<file path="config.mk">
export PLATFORM = sky130hd
export DESIGN_NAME = masked_uniform_index_sampler
export DESIGN_NICKNAME = d
export VERILOG_FILES = /design/src/hdl/musis_pkg.sv /design/src/hdl/musis_core.sv /design/src/hdl/masked_uniform_index_sampler.sv
export SDC_FILE = /design/constraint.sdc
export NUM_CORES = 1
export LEC_CHECK = 0
export BUFFER_PORTS_ARGS = -buffer_cell sky130_fd_sc_hd__clkbuf_2
export CORE_MARGIN = 5
export CORE_UTILIZATION = 35
export DETAILED_ROUTE_END_ITERATION = 10
export GPL_TIMING_DRIVEN = 0
export PLACE_DENSITY_LB_ADDON = 0.15
export RECOVER_POWER = 50
export SLEW_MARGIN = 20
export SYNTH_ARGS = -nofsm -noshare
export SYNTH_HDL_FRONTEND = slang
export SYNTH_SLANG_ARGS = --single-unit
</file>
<file path="constraint.sdc">
create_clock -name clock -period 4.05 [get_ports clock]
set_clock_uncertainty 0.05 [all_clocks]
set_input_delay 0.405 -clock clock [delete_from_list [all_inputs] [get_ports clock]]
set_output_delay 0.405 -clock clock [all_outputs]
set_load 0.005 [all_outputs]
</file>
<file path="src/hdl/musis_pkg.sv">
// shared constants and types for the masked uniform index sampler
// used by musis_core and masked_uniform_index_sampler; depends on nothing

package musis_pkg;

   // field widths
   localparam int RAND_W = 16;
   localparam int OUT_W  = 10;
   localparam int MASK_W = 13;

   // range mask limits
   localparam logic [MASK_W-1:0] MASK_MIN = 13'h0001;
   localparam logic [MASK_W-1:0] MASK_MAX = 13'h1FFF;

   // parameter defaults
   localparam int DEF_ITEM_COUNT      = 1024;
   localparam int DEF_WORDS_PER_INDEX = 8;

   // one result item
   typedef struct packed {
      logic [OUT_W-1:0] position;
      logic [OUT_W-1:0] index_value;
      logic             last_of_run;
   } rsp_type;

endpackage

</file>
<file path="src/hdl/musis_core.sv">
// sampler state and per-word datapath: mask, bound compare, offset keep, position walk
// depends on musis_pkg

module musis_core #(
   parameter int ITEM_COUNT      = musis_pkg::DEF_ITEM_COUNT,
   parameter int WORDS_PER_INDEX = musis_pkg::DEF_WORDS_PER_INDEX
) (
   input  logic                        clock,
   input  logic                        reset,
   input  logic                        step,
   input  logic [musis_pkg::RAND_W-1:0] word,
   output logic                        emit,
   output musis_pkg::rsp_type          result
);

   localparam int PW = (ITEM_COUNT > 2) ? $clog2(ITEM_COUNT) : 1;
   localparam int CW = (WORDS_PER_INDEX > 1) ? $clog2(WORDS_PER_INDEX) : 1;
   localparam int MW = musis_pkg::MASK_W;
   localparam logic [PW-1:0] TOP      = PW'(ITEM_COUNT - 1);
   localparam logic [CW-1:0] LAST_CNT = CW'(WORDS_PER_INDEX - 1);

   logic [PW-1:0] pos_ff, pos_in;
   logic [MW-1:0] mask_ff, mask_in;
   logic [CW-1:0] cnt_ff, cnt_in;
   logic [MW-1:0] off_ff, off_in;

   logic [MW-1:0] bound, bound_next, cand, off_cur, pos_ext, sum;
   logic          last;

   // bound compare on the masked word
   always_comb begin
      bound      = MW'(TOP - pos_ff);
      bound_next = bound + MW'(1);
      cand       = word[MW-1:0] & mask_ff;
      off_cur    = (cand <= bound) ? cand : off_ff;
      last       = (cnt_ff == LAST_CNT);
      pos_ext    = MW'(pos_ff);
      sum        = pos_ext + off_cur;
   end

   // result for the final word of each index's group of words
   assign emit               = step & last;
   assign result.position    = musis_pkg::OUT_W'(pos_ff);
   assign result.index_value = sum[musis_pkg::OUT_W-1:0];
   assign result.last_of_run = (pos_ff == '0);

   // next state
   always_comb begin
      pos_in  = pos_ff;
      mask_in = mask_ff;
      cnt_in  = cnt_ff;
      off_in  = off_ff;
      if (step) begin
         if (last) begin
            cnt_in = '0;
            off_in = '0;
            if (pos_ff == '0) begin
               pos_in  = TOP;
               mask_in = musis_pkg::MASK_MIN;
            end else begin
               pos_in = pos_ff - PW'(1);
               // grow the mask by one bit once the bound passes it
               if (bound_next > mask_ff && mask_ff < musis_pkg::MASK_MAX) begin
                  mask_in = {mask_ff[MW-2:0], 1'b1};
               end
            end
         end else begin
            cnt_in = cnt_ff + CW'(1);
            off_in = off_cur;
         end
      end
   end

   // state registers
   always_ff @(posedge clock) begin
      if (reset) begin
         pos_ff  <= TOP;
         mask_ff <= musis_pkg::MASK_MIN;
         cnt_ff  <= '0;
         off_ff  <= '0;
      end else begin
         pos_ff  <= pos_in;
         mask_ff <= mask_in;
         cnt_ff  <= cnt_in;
         off_ff  <= off_in;
      end
   end

endmodule

</file>
<file path="src/hdl/masked_uniform_index_sampler.sv">
// flow: a word taken from req_ waits in the input register until the result register is free,
// then its result (if any) is registered in the result register and presented on rsp_
// throughput: one random word per cycle while rsp_stall is low, one result per WORDS_PER_INDEX words,
// set by the input register and result register handing over in the same cycle
// reset: synchronous; restarts at position ITEM_COUNT-1 with the mask at one, both
// stages empty
// top level: input register, musis_core datapath, result register; depends on musis_pkg

module masked_uniform_index_sampler #(
   parameter int ITEM_COUNT      = musis_pkg::DEF_ITEM_COUNT,
   parameter int WORDS_PER_INDEX = musis_pkg::DEF_WORDS_PER_INDEX
) (
   input  logic                         clock,
   input  logic                         reset,
   input  logic                         req_valid,
   output logic                         req_stall,
   input  logic [musis_pkg::RAND_W-1:0] req_rand_word,
   output logic                         rsp_valid,
   input  logic                         rsp_stall,
   output logic [musis_pkg::OUT_W-1:0]  rsp_position,
   output logic [musis_pkg::OUT_W-1:0]  rsp_index_value,
   output logic                         rsp_last_of_run
);

   logic                         in_valid_ff, in_valid_in;
   logic [musis_pkg::RAND_W-1:0] word_ff;
   logic                         rsp_valid_ff, rsp_valid_in;
   musis_pkg::rsp_type           rsp_ff;
   musis_pkg::rsp_type           core_result;
   logic                         out_free, step, emit, req_take;

   // handshake control
   assign out_free     = ~rsp_valid_ff | ~rsp_stall;
   assign step         = in_valid_ff & out_free;
   assign req_stall    = in_valid_ff & ~out_free;
   assign req_take     = req_valid & ~req_stall;
   assign in_valid_in  = req_take | (in_valid_ff & ~step);
   assign rsp_valid_in = emit | (rsp_valid_ff & rsp_stall);

   musis_core #(
      .ITEM_COUNT      (ITEM_COUNT),
      .WORDS_PER_INDEX (WORDS_PER_INDEX)
   ) u_core (
      .clock  (clock),
      .reset  (reset),
      .step   (step),
      .word   (word_ff),
      .emit   (emit),
      .result (core_result)
   );

   // input register
   always_ff @(posedge clock) begin
      if (reset) begin
         in_valid_ff <= 1'b0;
      end else begin
         in_valid_ff <= in_valid_in;
      end
      if (req_take) begin
         word_ff <= req_rand_word;
      end
   end

   // result register
   always_ff @(posedge clock) begin
      if (reset) begin
         rsp_valid_ff <= 1'b0;
      end else begin
         rsp_valid_ff <= rsp_valid_in;
      end
      if (emit) begin
         rsp_ff <= core_result;
      end
   end

   assign rsp_valid       = rsp_valid_ff;
   assign rsp_position    = rsp_ff.position;
   assign rsp_index_value = rsp_ff.index_value;
   assign rsp_last_of_run = rsp_ff.last_of_run;

endmodule

</file>
======== Yosys cells after proc, flatten, opt, wreduce, memory -nomap -nowiden ========
Cells that the tools add are included.
cells by class
  add/subtract/negate cells ............... 5
  $mul .................................... 0
  div/mod/pow operators ................... 0
  magnitude comparators ................... 3
  eq/ne operators ......................... 1
  shifts and indexed selects .............. 0
  mux-type cells .......................... 6
  bitwise logic cells ..................... 15
  reduce and logical (&&, ||, !) cells .... 5
operator list
  kind                                                                   number
  13-bit 2-to-1 mux                                                      4
  13-bit by 1-bit adder with 13-bit output (second input constant)       1
  13-bit bitwise AND                                                     1
  13-bit greater-than comparator                                         1
  13-bit <= comparator                                                   1
  13-bit less-than comparator (second input constant)                    1
  10-bit by 10-bit subtractor with 11-bit output (first input constant)  1
  10-bit adder                                                           1
  10-bit zero test                                                       1
  10-bit 2-to-1 mux                                                      1
  10-bit by 1-bit subtractor with 10-bit output (second input constant)  1
  1-bit bitwise AND                                                      6
  1-bit inverter                                                         5
  3-bit by 1-bit adder with 3-bit output (second input constant)         1
  3-bit equality test (second input constant)                            1
  3-bit 2-to-1 mux                                                       1
  1-bit bitwise OR                                                       3
  3-bit AND reduction                                                    1
  2-bit AND reduction                                                    1
  2-bit nonzero test                                                     1
  1-bit logical AND                                                      1
storage, ports and cells
  bits in registers ....................... 75
  latch bits .............................. 0
  bits in writable memories ............... 0
  memory bits (read-only) ................. 0
  input bits .............................. 20
  memories kept ........................... 0

======== Depth between registers and ports, before layout ========
  depth after elaboration ................. 7
  gate-level depth with buffers ........... 16

======== By module ========
From an unflattened synthesis, not the netlist that was laid out.
unflattened totals
  cell total of the unflattened synthesis .. 353
  area, all modules ....................... 3913.8 µm²
modules (own cells, without submodules)
  module                        instances  cells each  area an instance (µm²)
  musis_core                    1          306         2716.4
  masked_uniform_index_sampler  1          47          1197.4

======== Worst setup path before layout ========
Ideal clock, no wire load.
  path type ............................... register to register
  from .................................... reg word_ff[3] in the netlist's numbering
  to ...................................... reg rsp_ff, in the netlist rsp_index_value[9] (data pin)
  arrival ................................. 3746 ps
  slack ................................... -13 ps
  cell stages (with the launch flop) ...... 16
  buffers on the path ..................... 0
  period minus slack after synthesis ...... 4063 ps
  cell sequence ........................... edfxtp_1 -> and2_1 -> ha_1 -> nand3_1 -> o21bai_1 -> a211oi_1 -> o21ai_0 -> nand2_1 -> mux2_2 -> ha_1 -> a211oi_1 -> o21ai_0 -> a21o_1 -> a21o_1 -> a31oi_1 -> xnor3_1
RTL lines
  what                    RTL line                            text
  start, declared         masked_uniform_index_sampler.sv:26  logic [musis_pkg::RAND_W-1:0] word_ff;
  start signal, assigned  masked_uniform_index_sampler.sv:60  word_ff <= req_rand_word;
  end signal, assigned    masked_uniform_index_sampler.sv:72  rsp_ff <= core_result;
  end, declared           masked_uniform_index_sampler.sv:28  musis_pkg::rsp_type rsp_ff;

==> impl_metrics.tcl <==
set metrics [dict create \
    status "finished, final reports clean" \
    max_stage_delay_ns 0.58 \
    p_leak_nw 1.81 \
    maxSlewHeadroom 0.296 \
    tns_ns 0 \
    min-delay-start "req_rand_word[1]" \
    syn-num-nets 400 \
    regToRegEndpoint "rsp_index_value[9]$_DFFE_PP_" \
    clockRootBuffer "clkbuf_8" \
    synth-edff-count 34 \
    layout_commonest_cell "edfxtp_1" \
    postPlaceCellArea_sq_um 4110 \
    cts.path.max_buffers 2 \
    crit_family "simple AND/OR/NAND/NOR gates" \
    crit_arrival_ns 3.95 \
    crit_path_cell_trace "and2_4, ha_1, nand2_2, or4_4, o21ai_2, nand2_2, buf_4, buf_4, mux2_2, ha_4, o21a_1, a21o_1, a21o_1, a31oi_1, xnor3_1" \
    clk_latency_ns 0.36 \
    hold_path_end "word_ff[1]$_DFFE_PP_" \
    die_x_um 113 \
    cts_buffers 9 \
    cp_num_buf_inv 2 \
    critPathLaunchType "flip-flop" \
    layout.nets 455 \
    grt_max_degree 26 \
    synth-compound-area-share 0.161 \
    wl_um 9120 \
    endpoint_kind "flip-flop" \
    max_freq_ghz 0.256 \
    hold_viol 0 \
    r2r-start "word_ff[5]$_DFFE_PP_" \
    antenna_found_initial 0 \
    yosysSeqAreaShare 0.475 \
    setup_viol 0 \
    synth_warnings 0 \
    synth_cell_types 53 \
    async_reset_ff_frac 0 \
    finalInstanceArea_sq_um 4550 \
    yosys.area_share.xor_xnor 0.0438 \
    grt_pass1_wl_um 14700 \
    max_cap_violations 0 \
    overflow 0 \
    place.gp.congestion 0.754 \
    synthFlopType "dfxtp_1" \
    min_delay_path_depth 1 \
    syn_avg_cell_area_sq_um 10.7 \
    dieArea_sq_um 12800 \
    synth_adder_area_share 0.113 \
    n_antenna_cell 0 \
    first_pass_iters 5 \
    setup_slack_ns 0.140 \
    total_power_mw 1.48 \
    rsz0062_at_grt "yes" \
    period_minus_slack_ns 3.91 \
    crit_fanout 5 \
    dieHeight_um 113 \
    cts_sinks 71 \
    synth_top_area_frac 0.275 \
    via_count 2805 \
    pin_count 43 \
    post_drt_wl_per_cell_um 16.8 \
    grt_pass1_vias 2784 \
    synth_mux_area_frac 0.0300 \
    yosys.area.top_type "edfxtp_1" \
    via_per_inst 5.17 \
    syn-instance-count 347 \
    drt_iter0_drc 132 \
    max_slew.worst_pin.slew_ns 1.05 \
    ant_nets 0 \
    port-buffer-count 39 \
    vdd_drop_max_mv 0.163 \
    slowest_stage "or4_4" \
    yosys-top-cells-area "edfxtp_1 28%, dfxtp_1 20%, ha_1 11%" \
    final_cell_mix "34 x edfxtp_1, 32 x clkbuf_2, 32 x dfxtp_1" \
    std_cell_rows 37 \
    ys_ff_latch 71 \
    synthSimpleGateAreaFrac 0.146 \
    slew_violations 0 \
    syn_to_final_growth_pct 22.6 \
    cts.htree.levels 3 \
    hp-class "input pin to flip-flop" \
    r2r_slack_ns 0.14 \
    r2r_cells 15 \
    power_density_nw_per_um2 324 \
    preCtsSetupSlack_ns -0.489 \
    mappedNetlistArea_sq_um 3710 \
    period_share 0.965 \
    dpl.hpwl_um 6570 \
    core_sq_um 10300 \
    track_usage 0.148 \
    synth_top_family_by_area "compound AO/OA/AOI/OAI gates" \
    crit_start "word_ff[5]$_DFFE_PP_" \
    drc 0 \
    cts_tree "done" \
    drive_gt1_frac 0.280 \
    path_class "flip-flop to flip-flop" \
    path_clk_slew_ns 0.08 \
    fin_util 0.441 \
    initial_core_util 0.359 \
    crit_required_ns 4.09 \
]
==> per-stage QoR <==
step                      hold slack [ns]  cells
after floorplan                     0.390    347
after global placement              0.397    522
after detailed placement            0.404    523
after CTS                           0.158    541
after global routing                0.162    543
final                               0.175    543
==> Yosys cell counts (2+ instances only) <==
master     n
ha_1      32
nand2b_1   6
nor2_1    18
clkbuf_1   8
a22oi_1    3
mux2_2     9
inv_1     18
o21ai_0   20
nand3_1    6
nor2b_1    3
edfxtp_1  34
o22ai_1    2
xor2_1     7
o21bai_1   2
a21o_1    13
nand4_1   14
and2_1     9
a211o_1    2
nor3_1     8
a21oi_1   24
a22o_1    10
or2_2      4
or3b_2     2
o21a_1     3
and3_1     2
dfxtp_1   37
xnor2_1    9
a211oi_1   2
nand2_1   16
==> state kept, by name, summed over array words and instances, names as in the netlist <==
name	count
in_valid_ff	1
word_ff	13
u_core.cnt_ff	3
rsp_last_of_run	1
u_core.mask_ff	12
rsp_index_value	10
rsp_position	10
u_core.pos_ff	10
rsp_valid	1
u_core.off_ff	10
==> layer usage <==
layer	part of all wire	wire, um	vias to the layer above	track usage
met5	0	0	-	0
met4	0.014	131	0	0.0545
met3	0.038	347	10	0.0257
met2	0.47	4260	65	0.241
met1	0.48	4380	1331	0.198
li1	-	-	1399	-
==> cells by family after synthesis <==
group           count (synthesis)
xor+xnor                       17
compound gates                 90
mux                            10
buf+inv                        29
flops                          71
simple gates                   97
fa+ha+maj                      33
==> layout make-up <==
| class | instances | area, sq um |
|---|---|---|
| buffer | 10 | 40.0 |
| clock buffer | 10 | 128 |
| clock inverter | 6 | 85.1 |
| fill | 1007 | 5770 |
| inverter | 19 | 76.3 |
| multi-input combinational | 247 | 2040 |
| sequential | 71 | 1770 |
| tap | 136 | 170 |
| timing repair buffer | 44 | 243 |
==> worst max-delay path by stage <==
| stage | slack [ns] | end | depth (start not counted) |
|---|---|---|---|
| 6_report | 0.14 | rsp_index_value[9]$_DFFE_PP_ | 15 |
| 5_1_grt | -0.04 | rsp_index_value[8]$_DFFE_PP_ | 15 |
| 4_1_cts | 0.03 | rsp_index_value[8]$_DFFE_PP_ | 15 |
| 3_5_place_dp | -0.49 | rsp_index_value[9]$_DFFE_PP_ | 15 |
| 3_3_place_gp | -0.49 | rsp_index_value[9]$_DFFE_PP_ | 14 |
| 2_1_floorplan | 0.05 | rsp_index_value[9]$_DFFE_PP_ | 15 |
==> report_power, final <==
group          switching (mW)  leakage, nW  total [mW]  internal [mW]
sequential            0.00552        0.607       0.769          0.764
clock                   0.289        0.102       0.634          0.345
combinational          0.0396         1.11      0.0724         0.0329
==> what timing repair did <==
action / in CTS / in global routing
buffers inserted: 2 / 2
endpoints found under the setup margin: 4 / 11
hold buffers: 0 / 0
resized for setup: 21 / 27
pin swaps: 4 / 8
No activity file was read; power rests on OpenSTA's default activity.
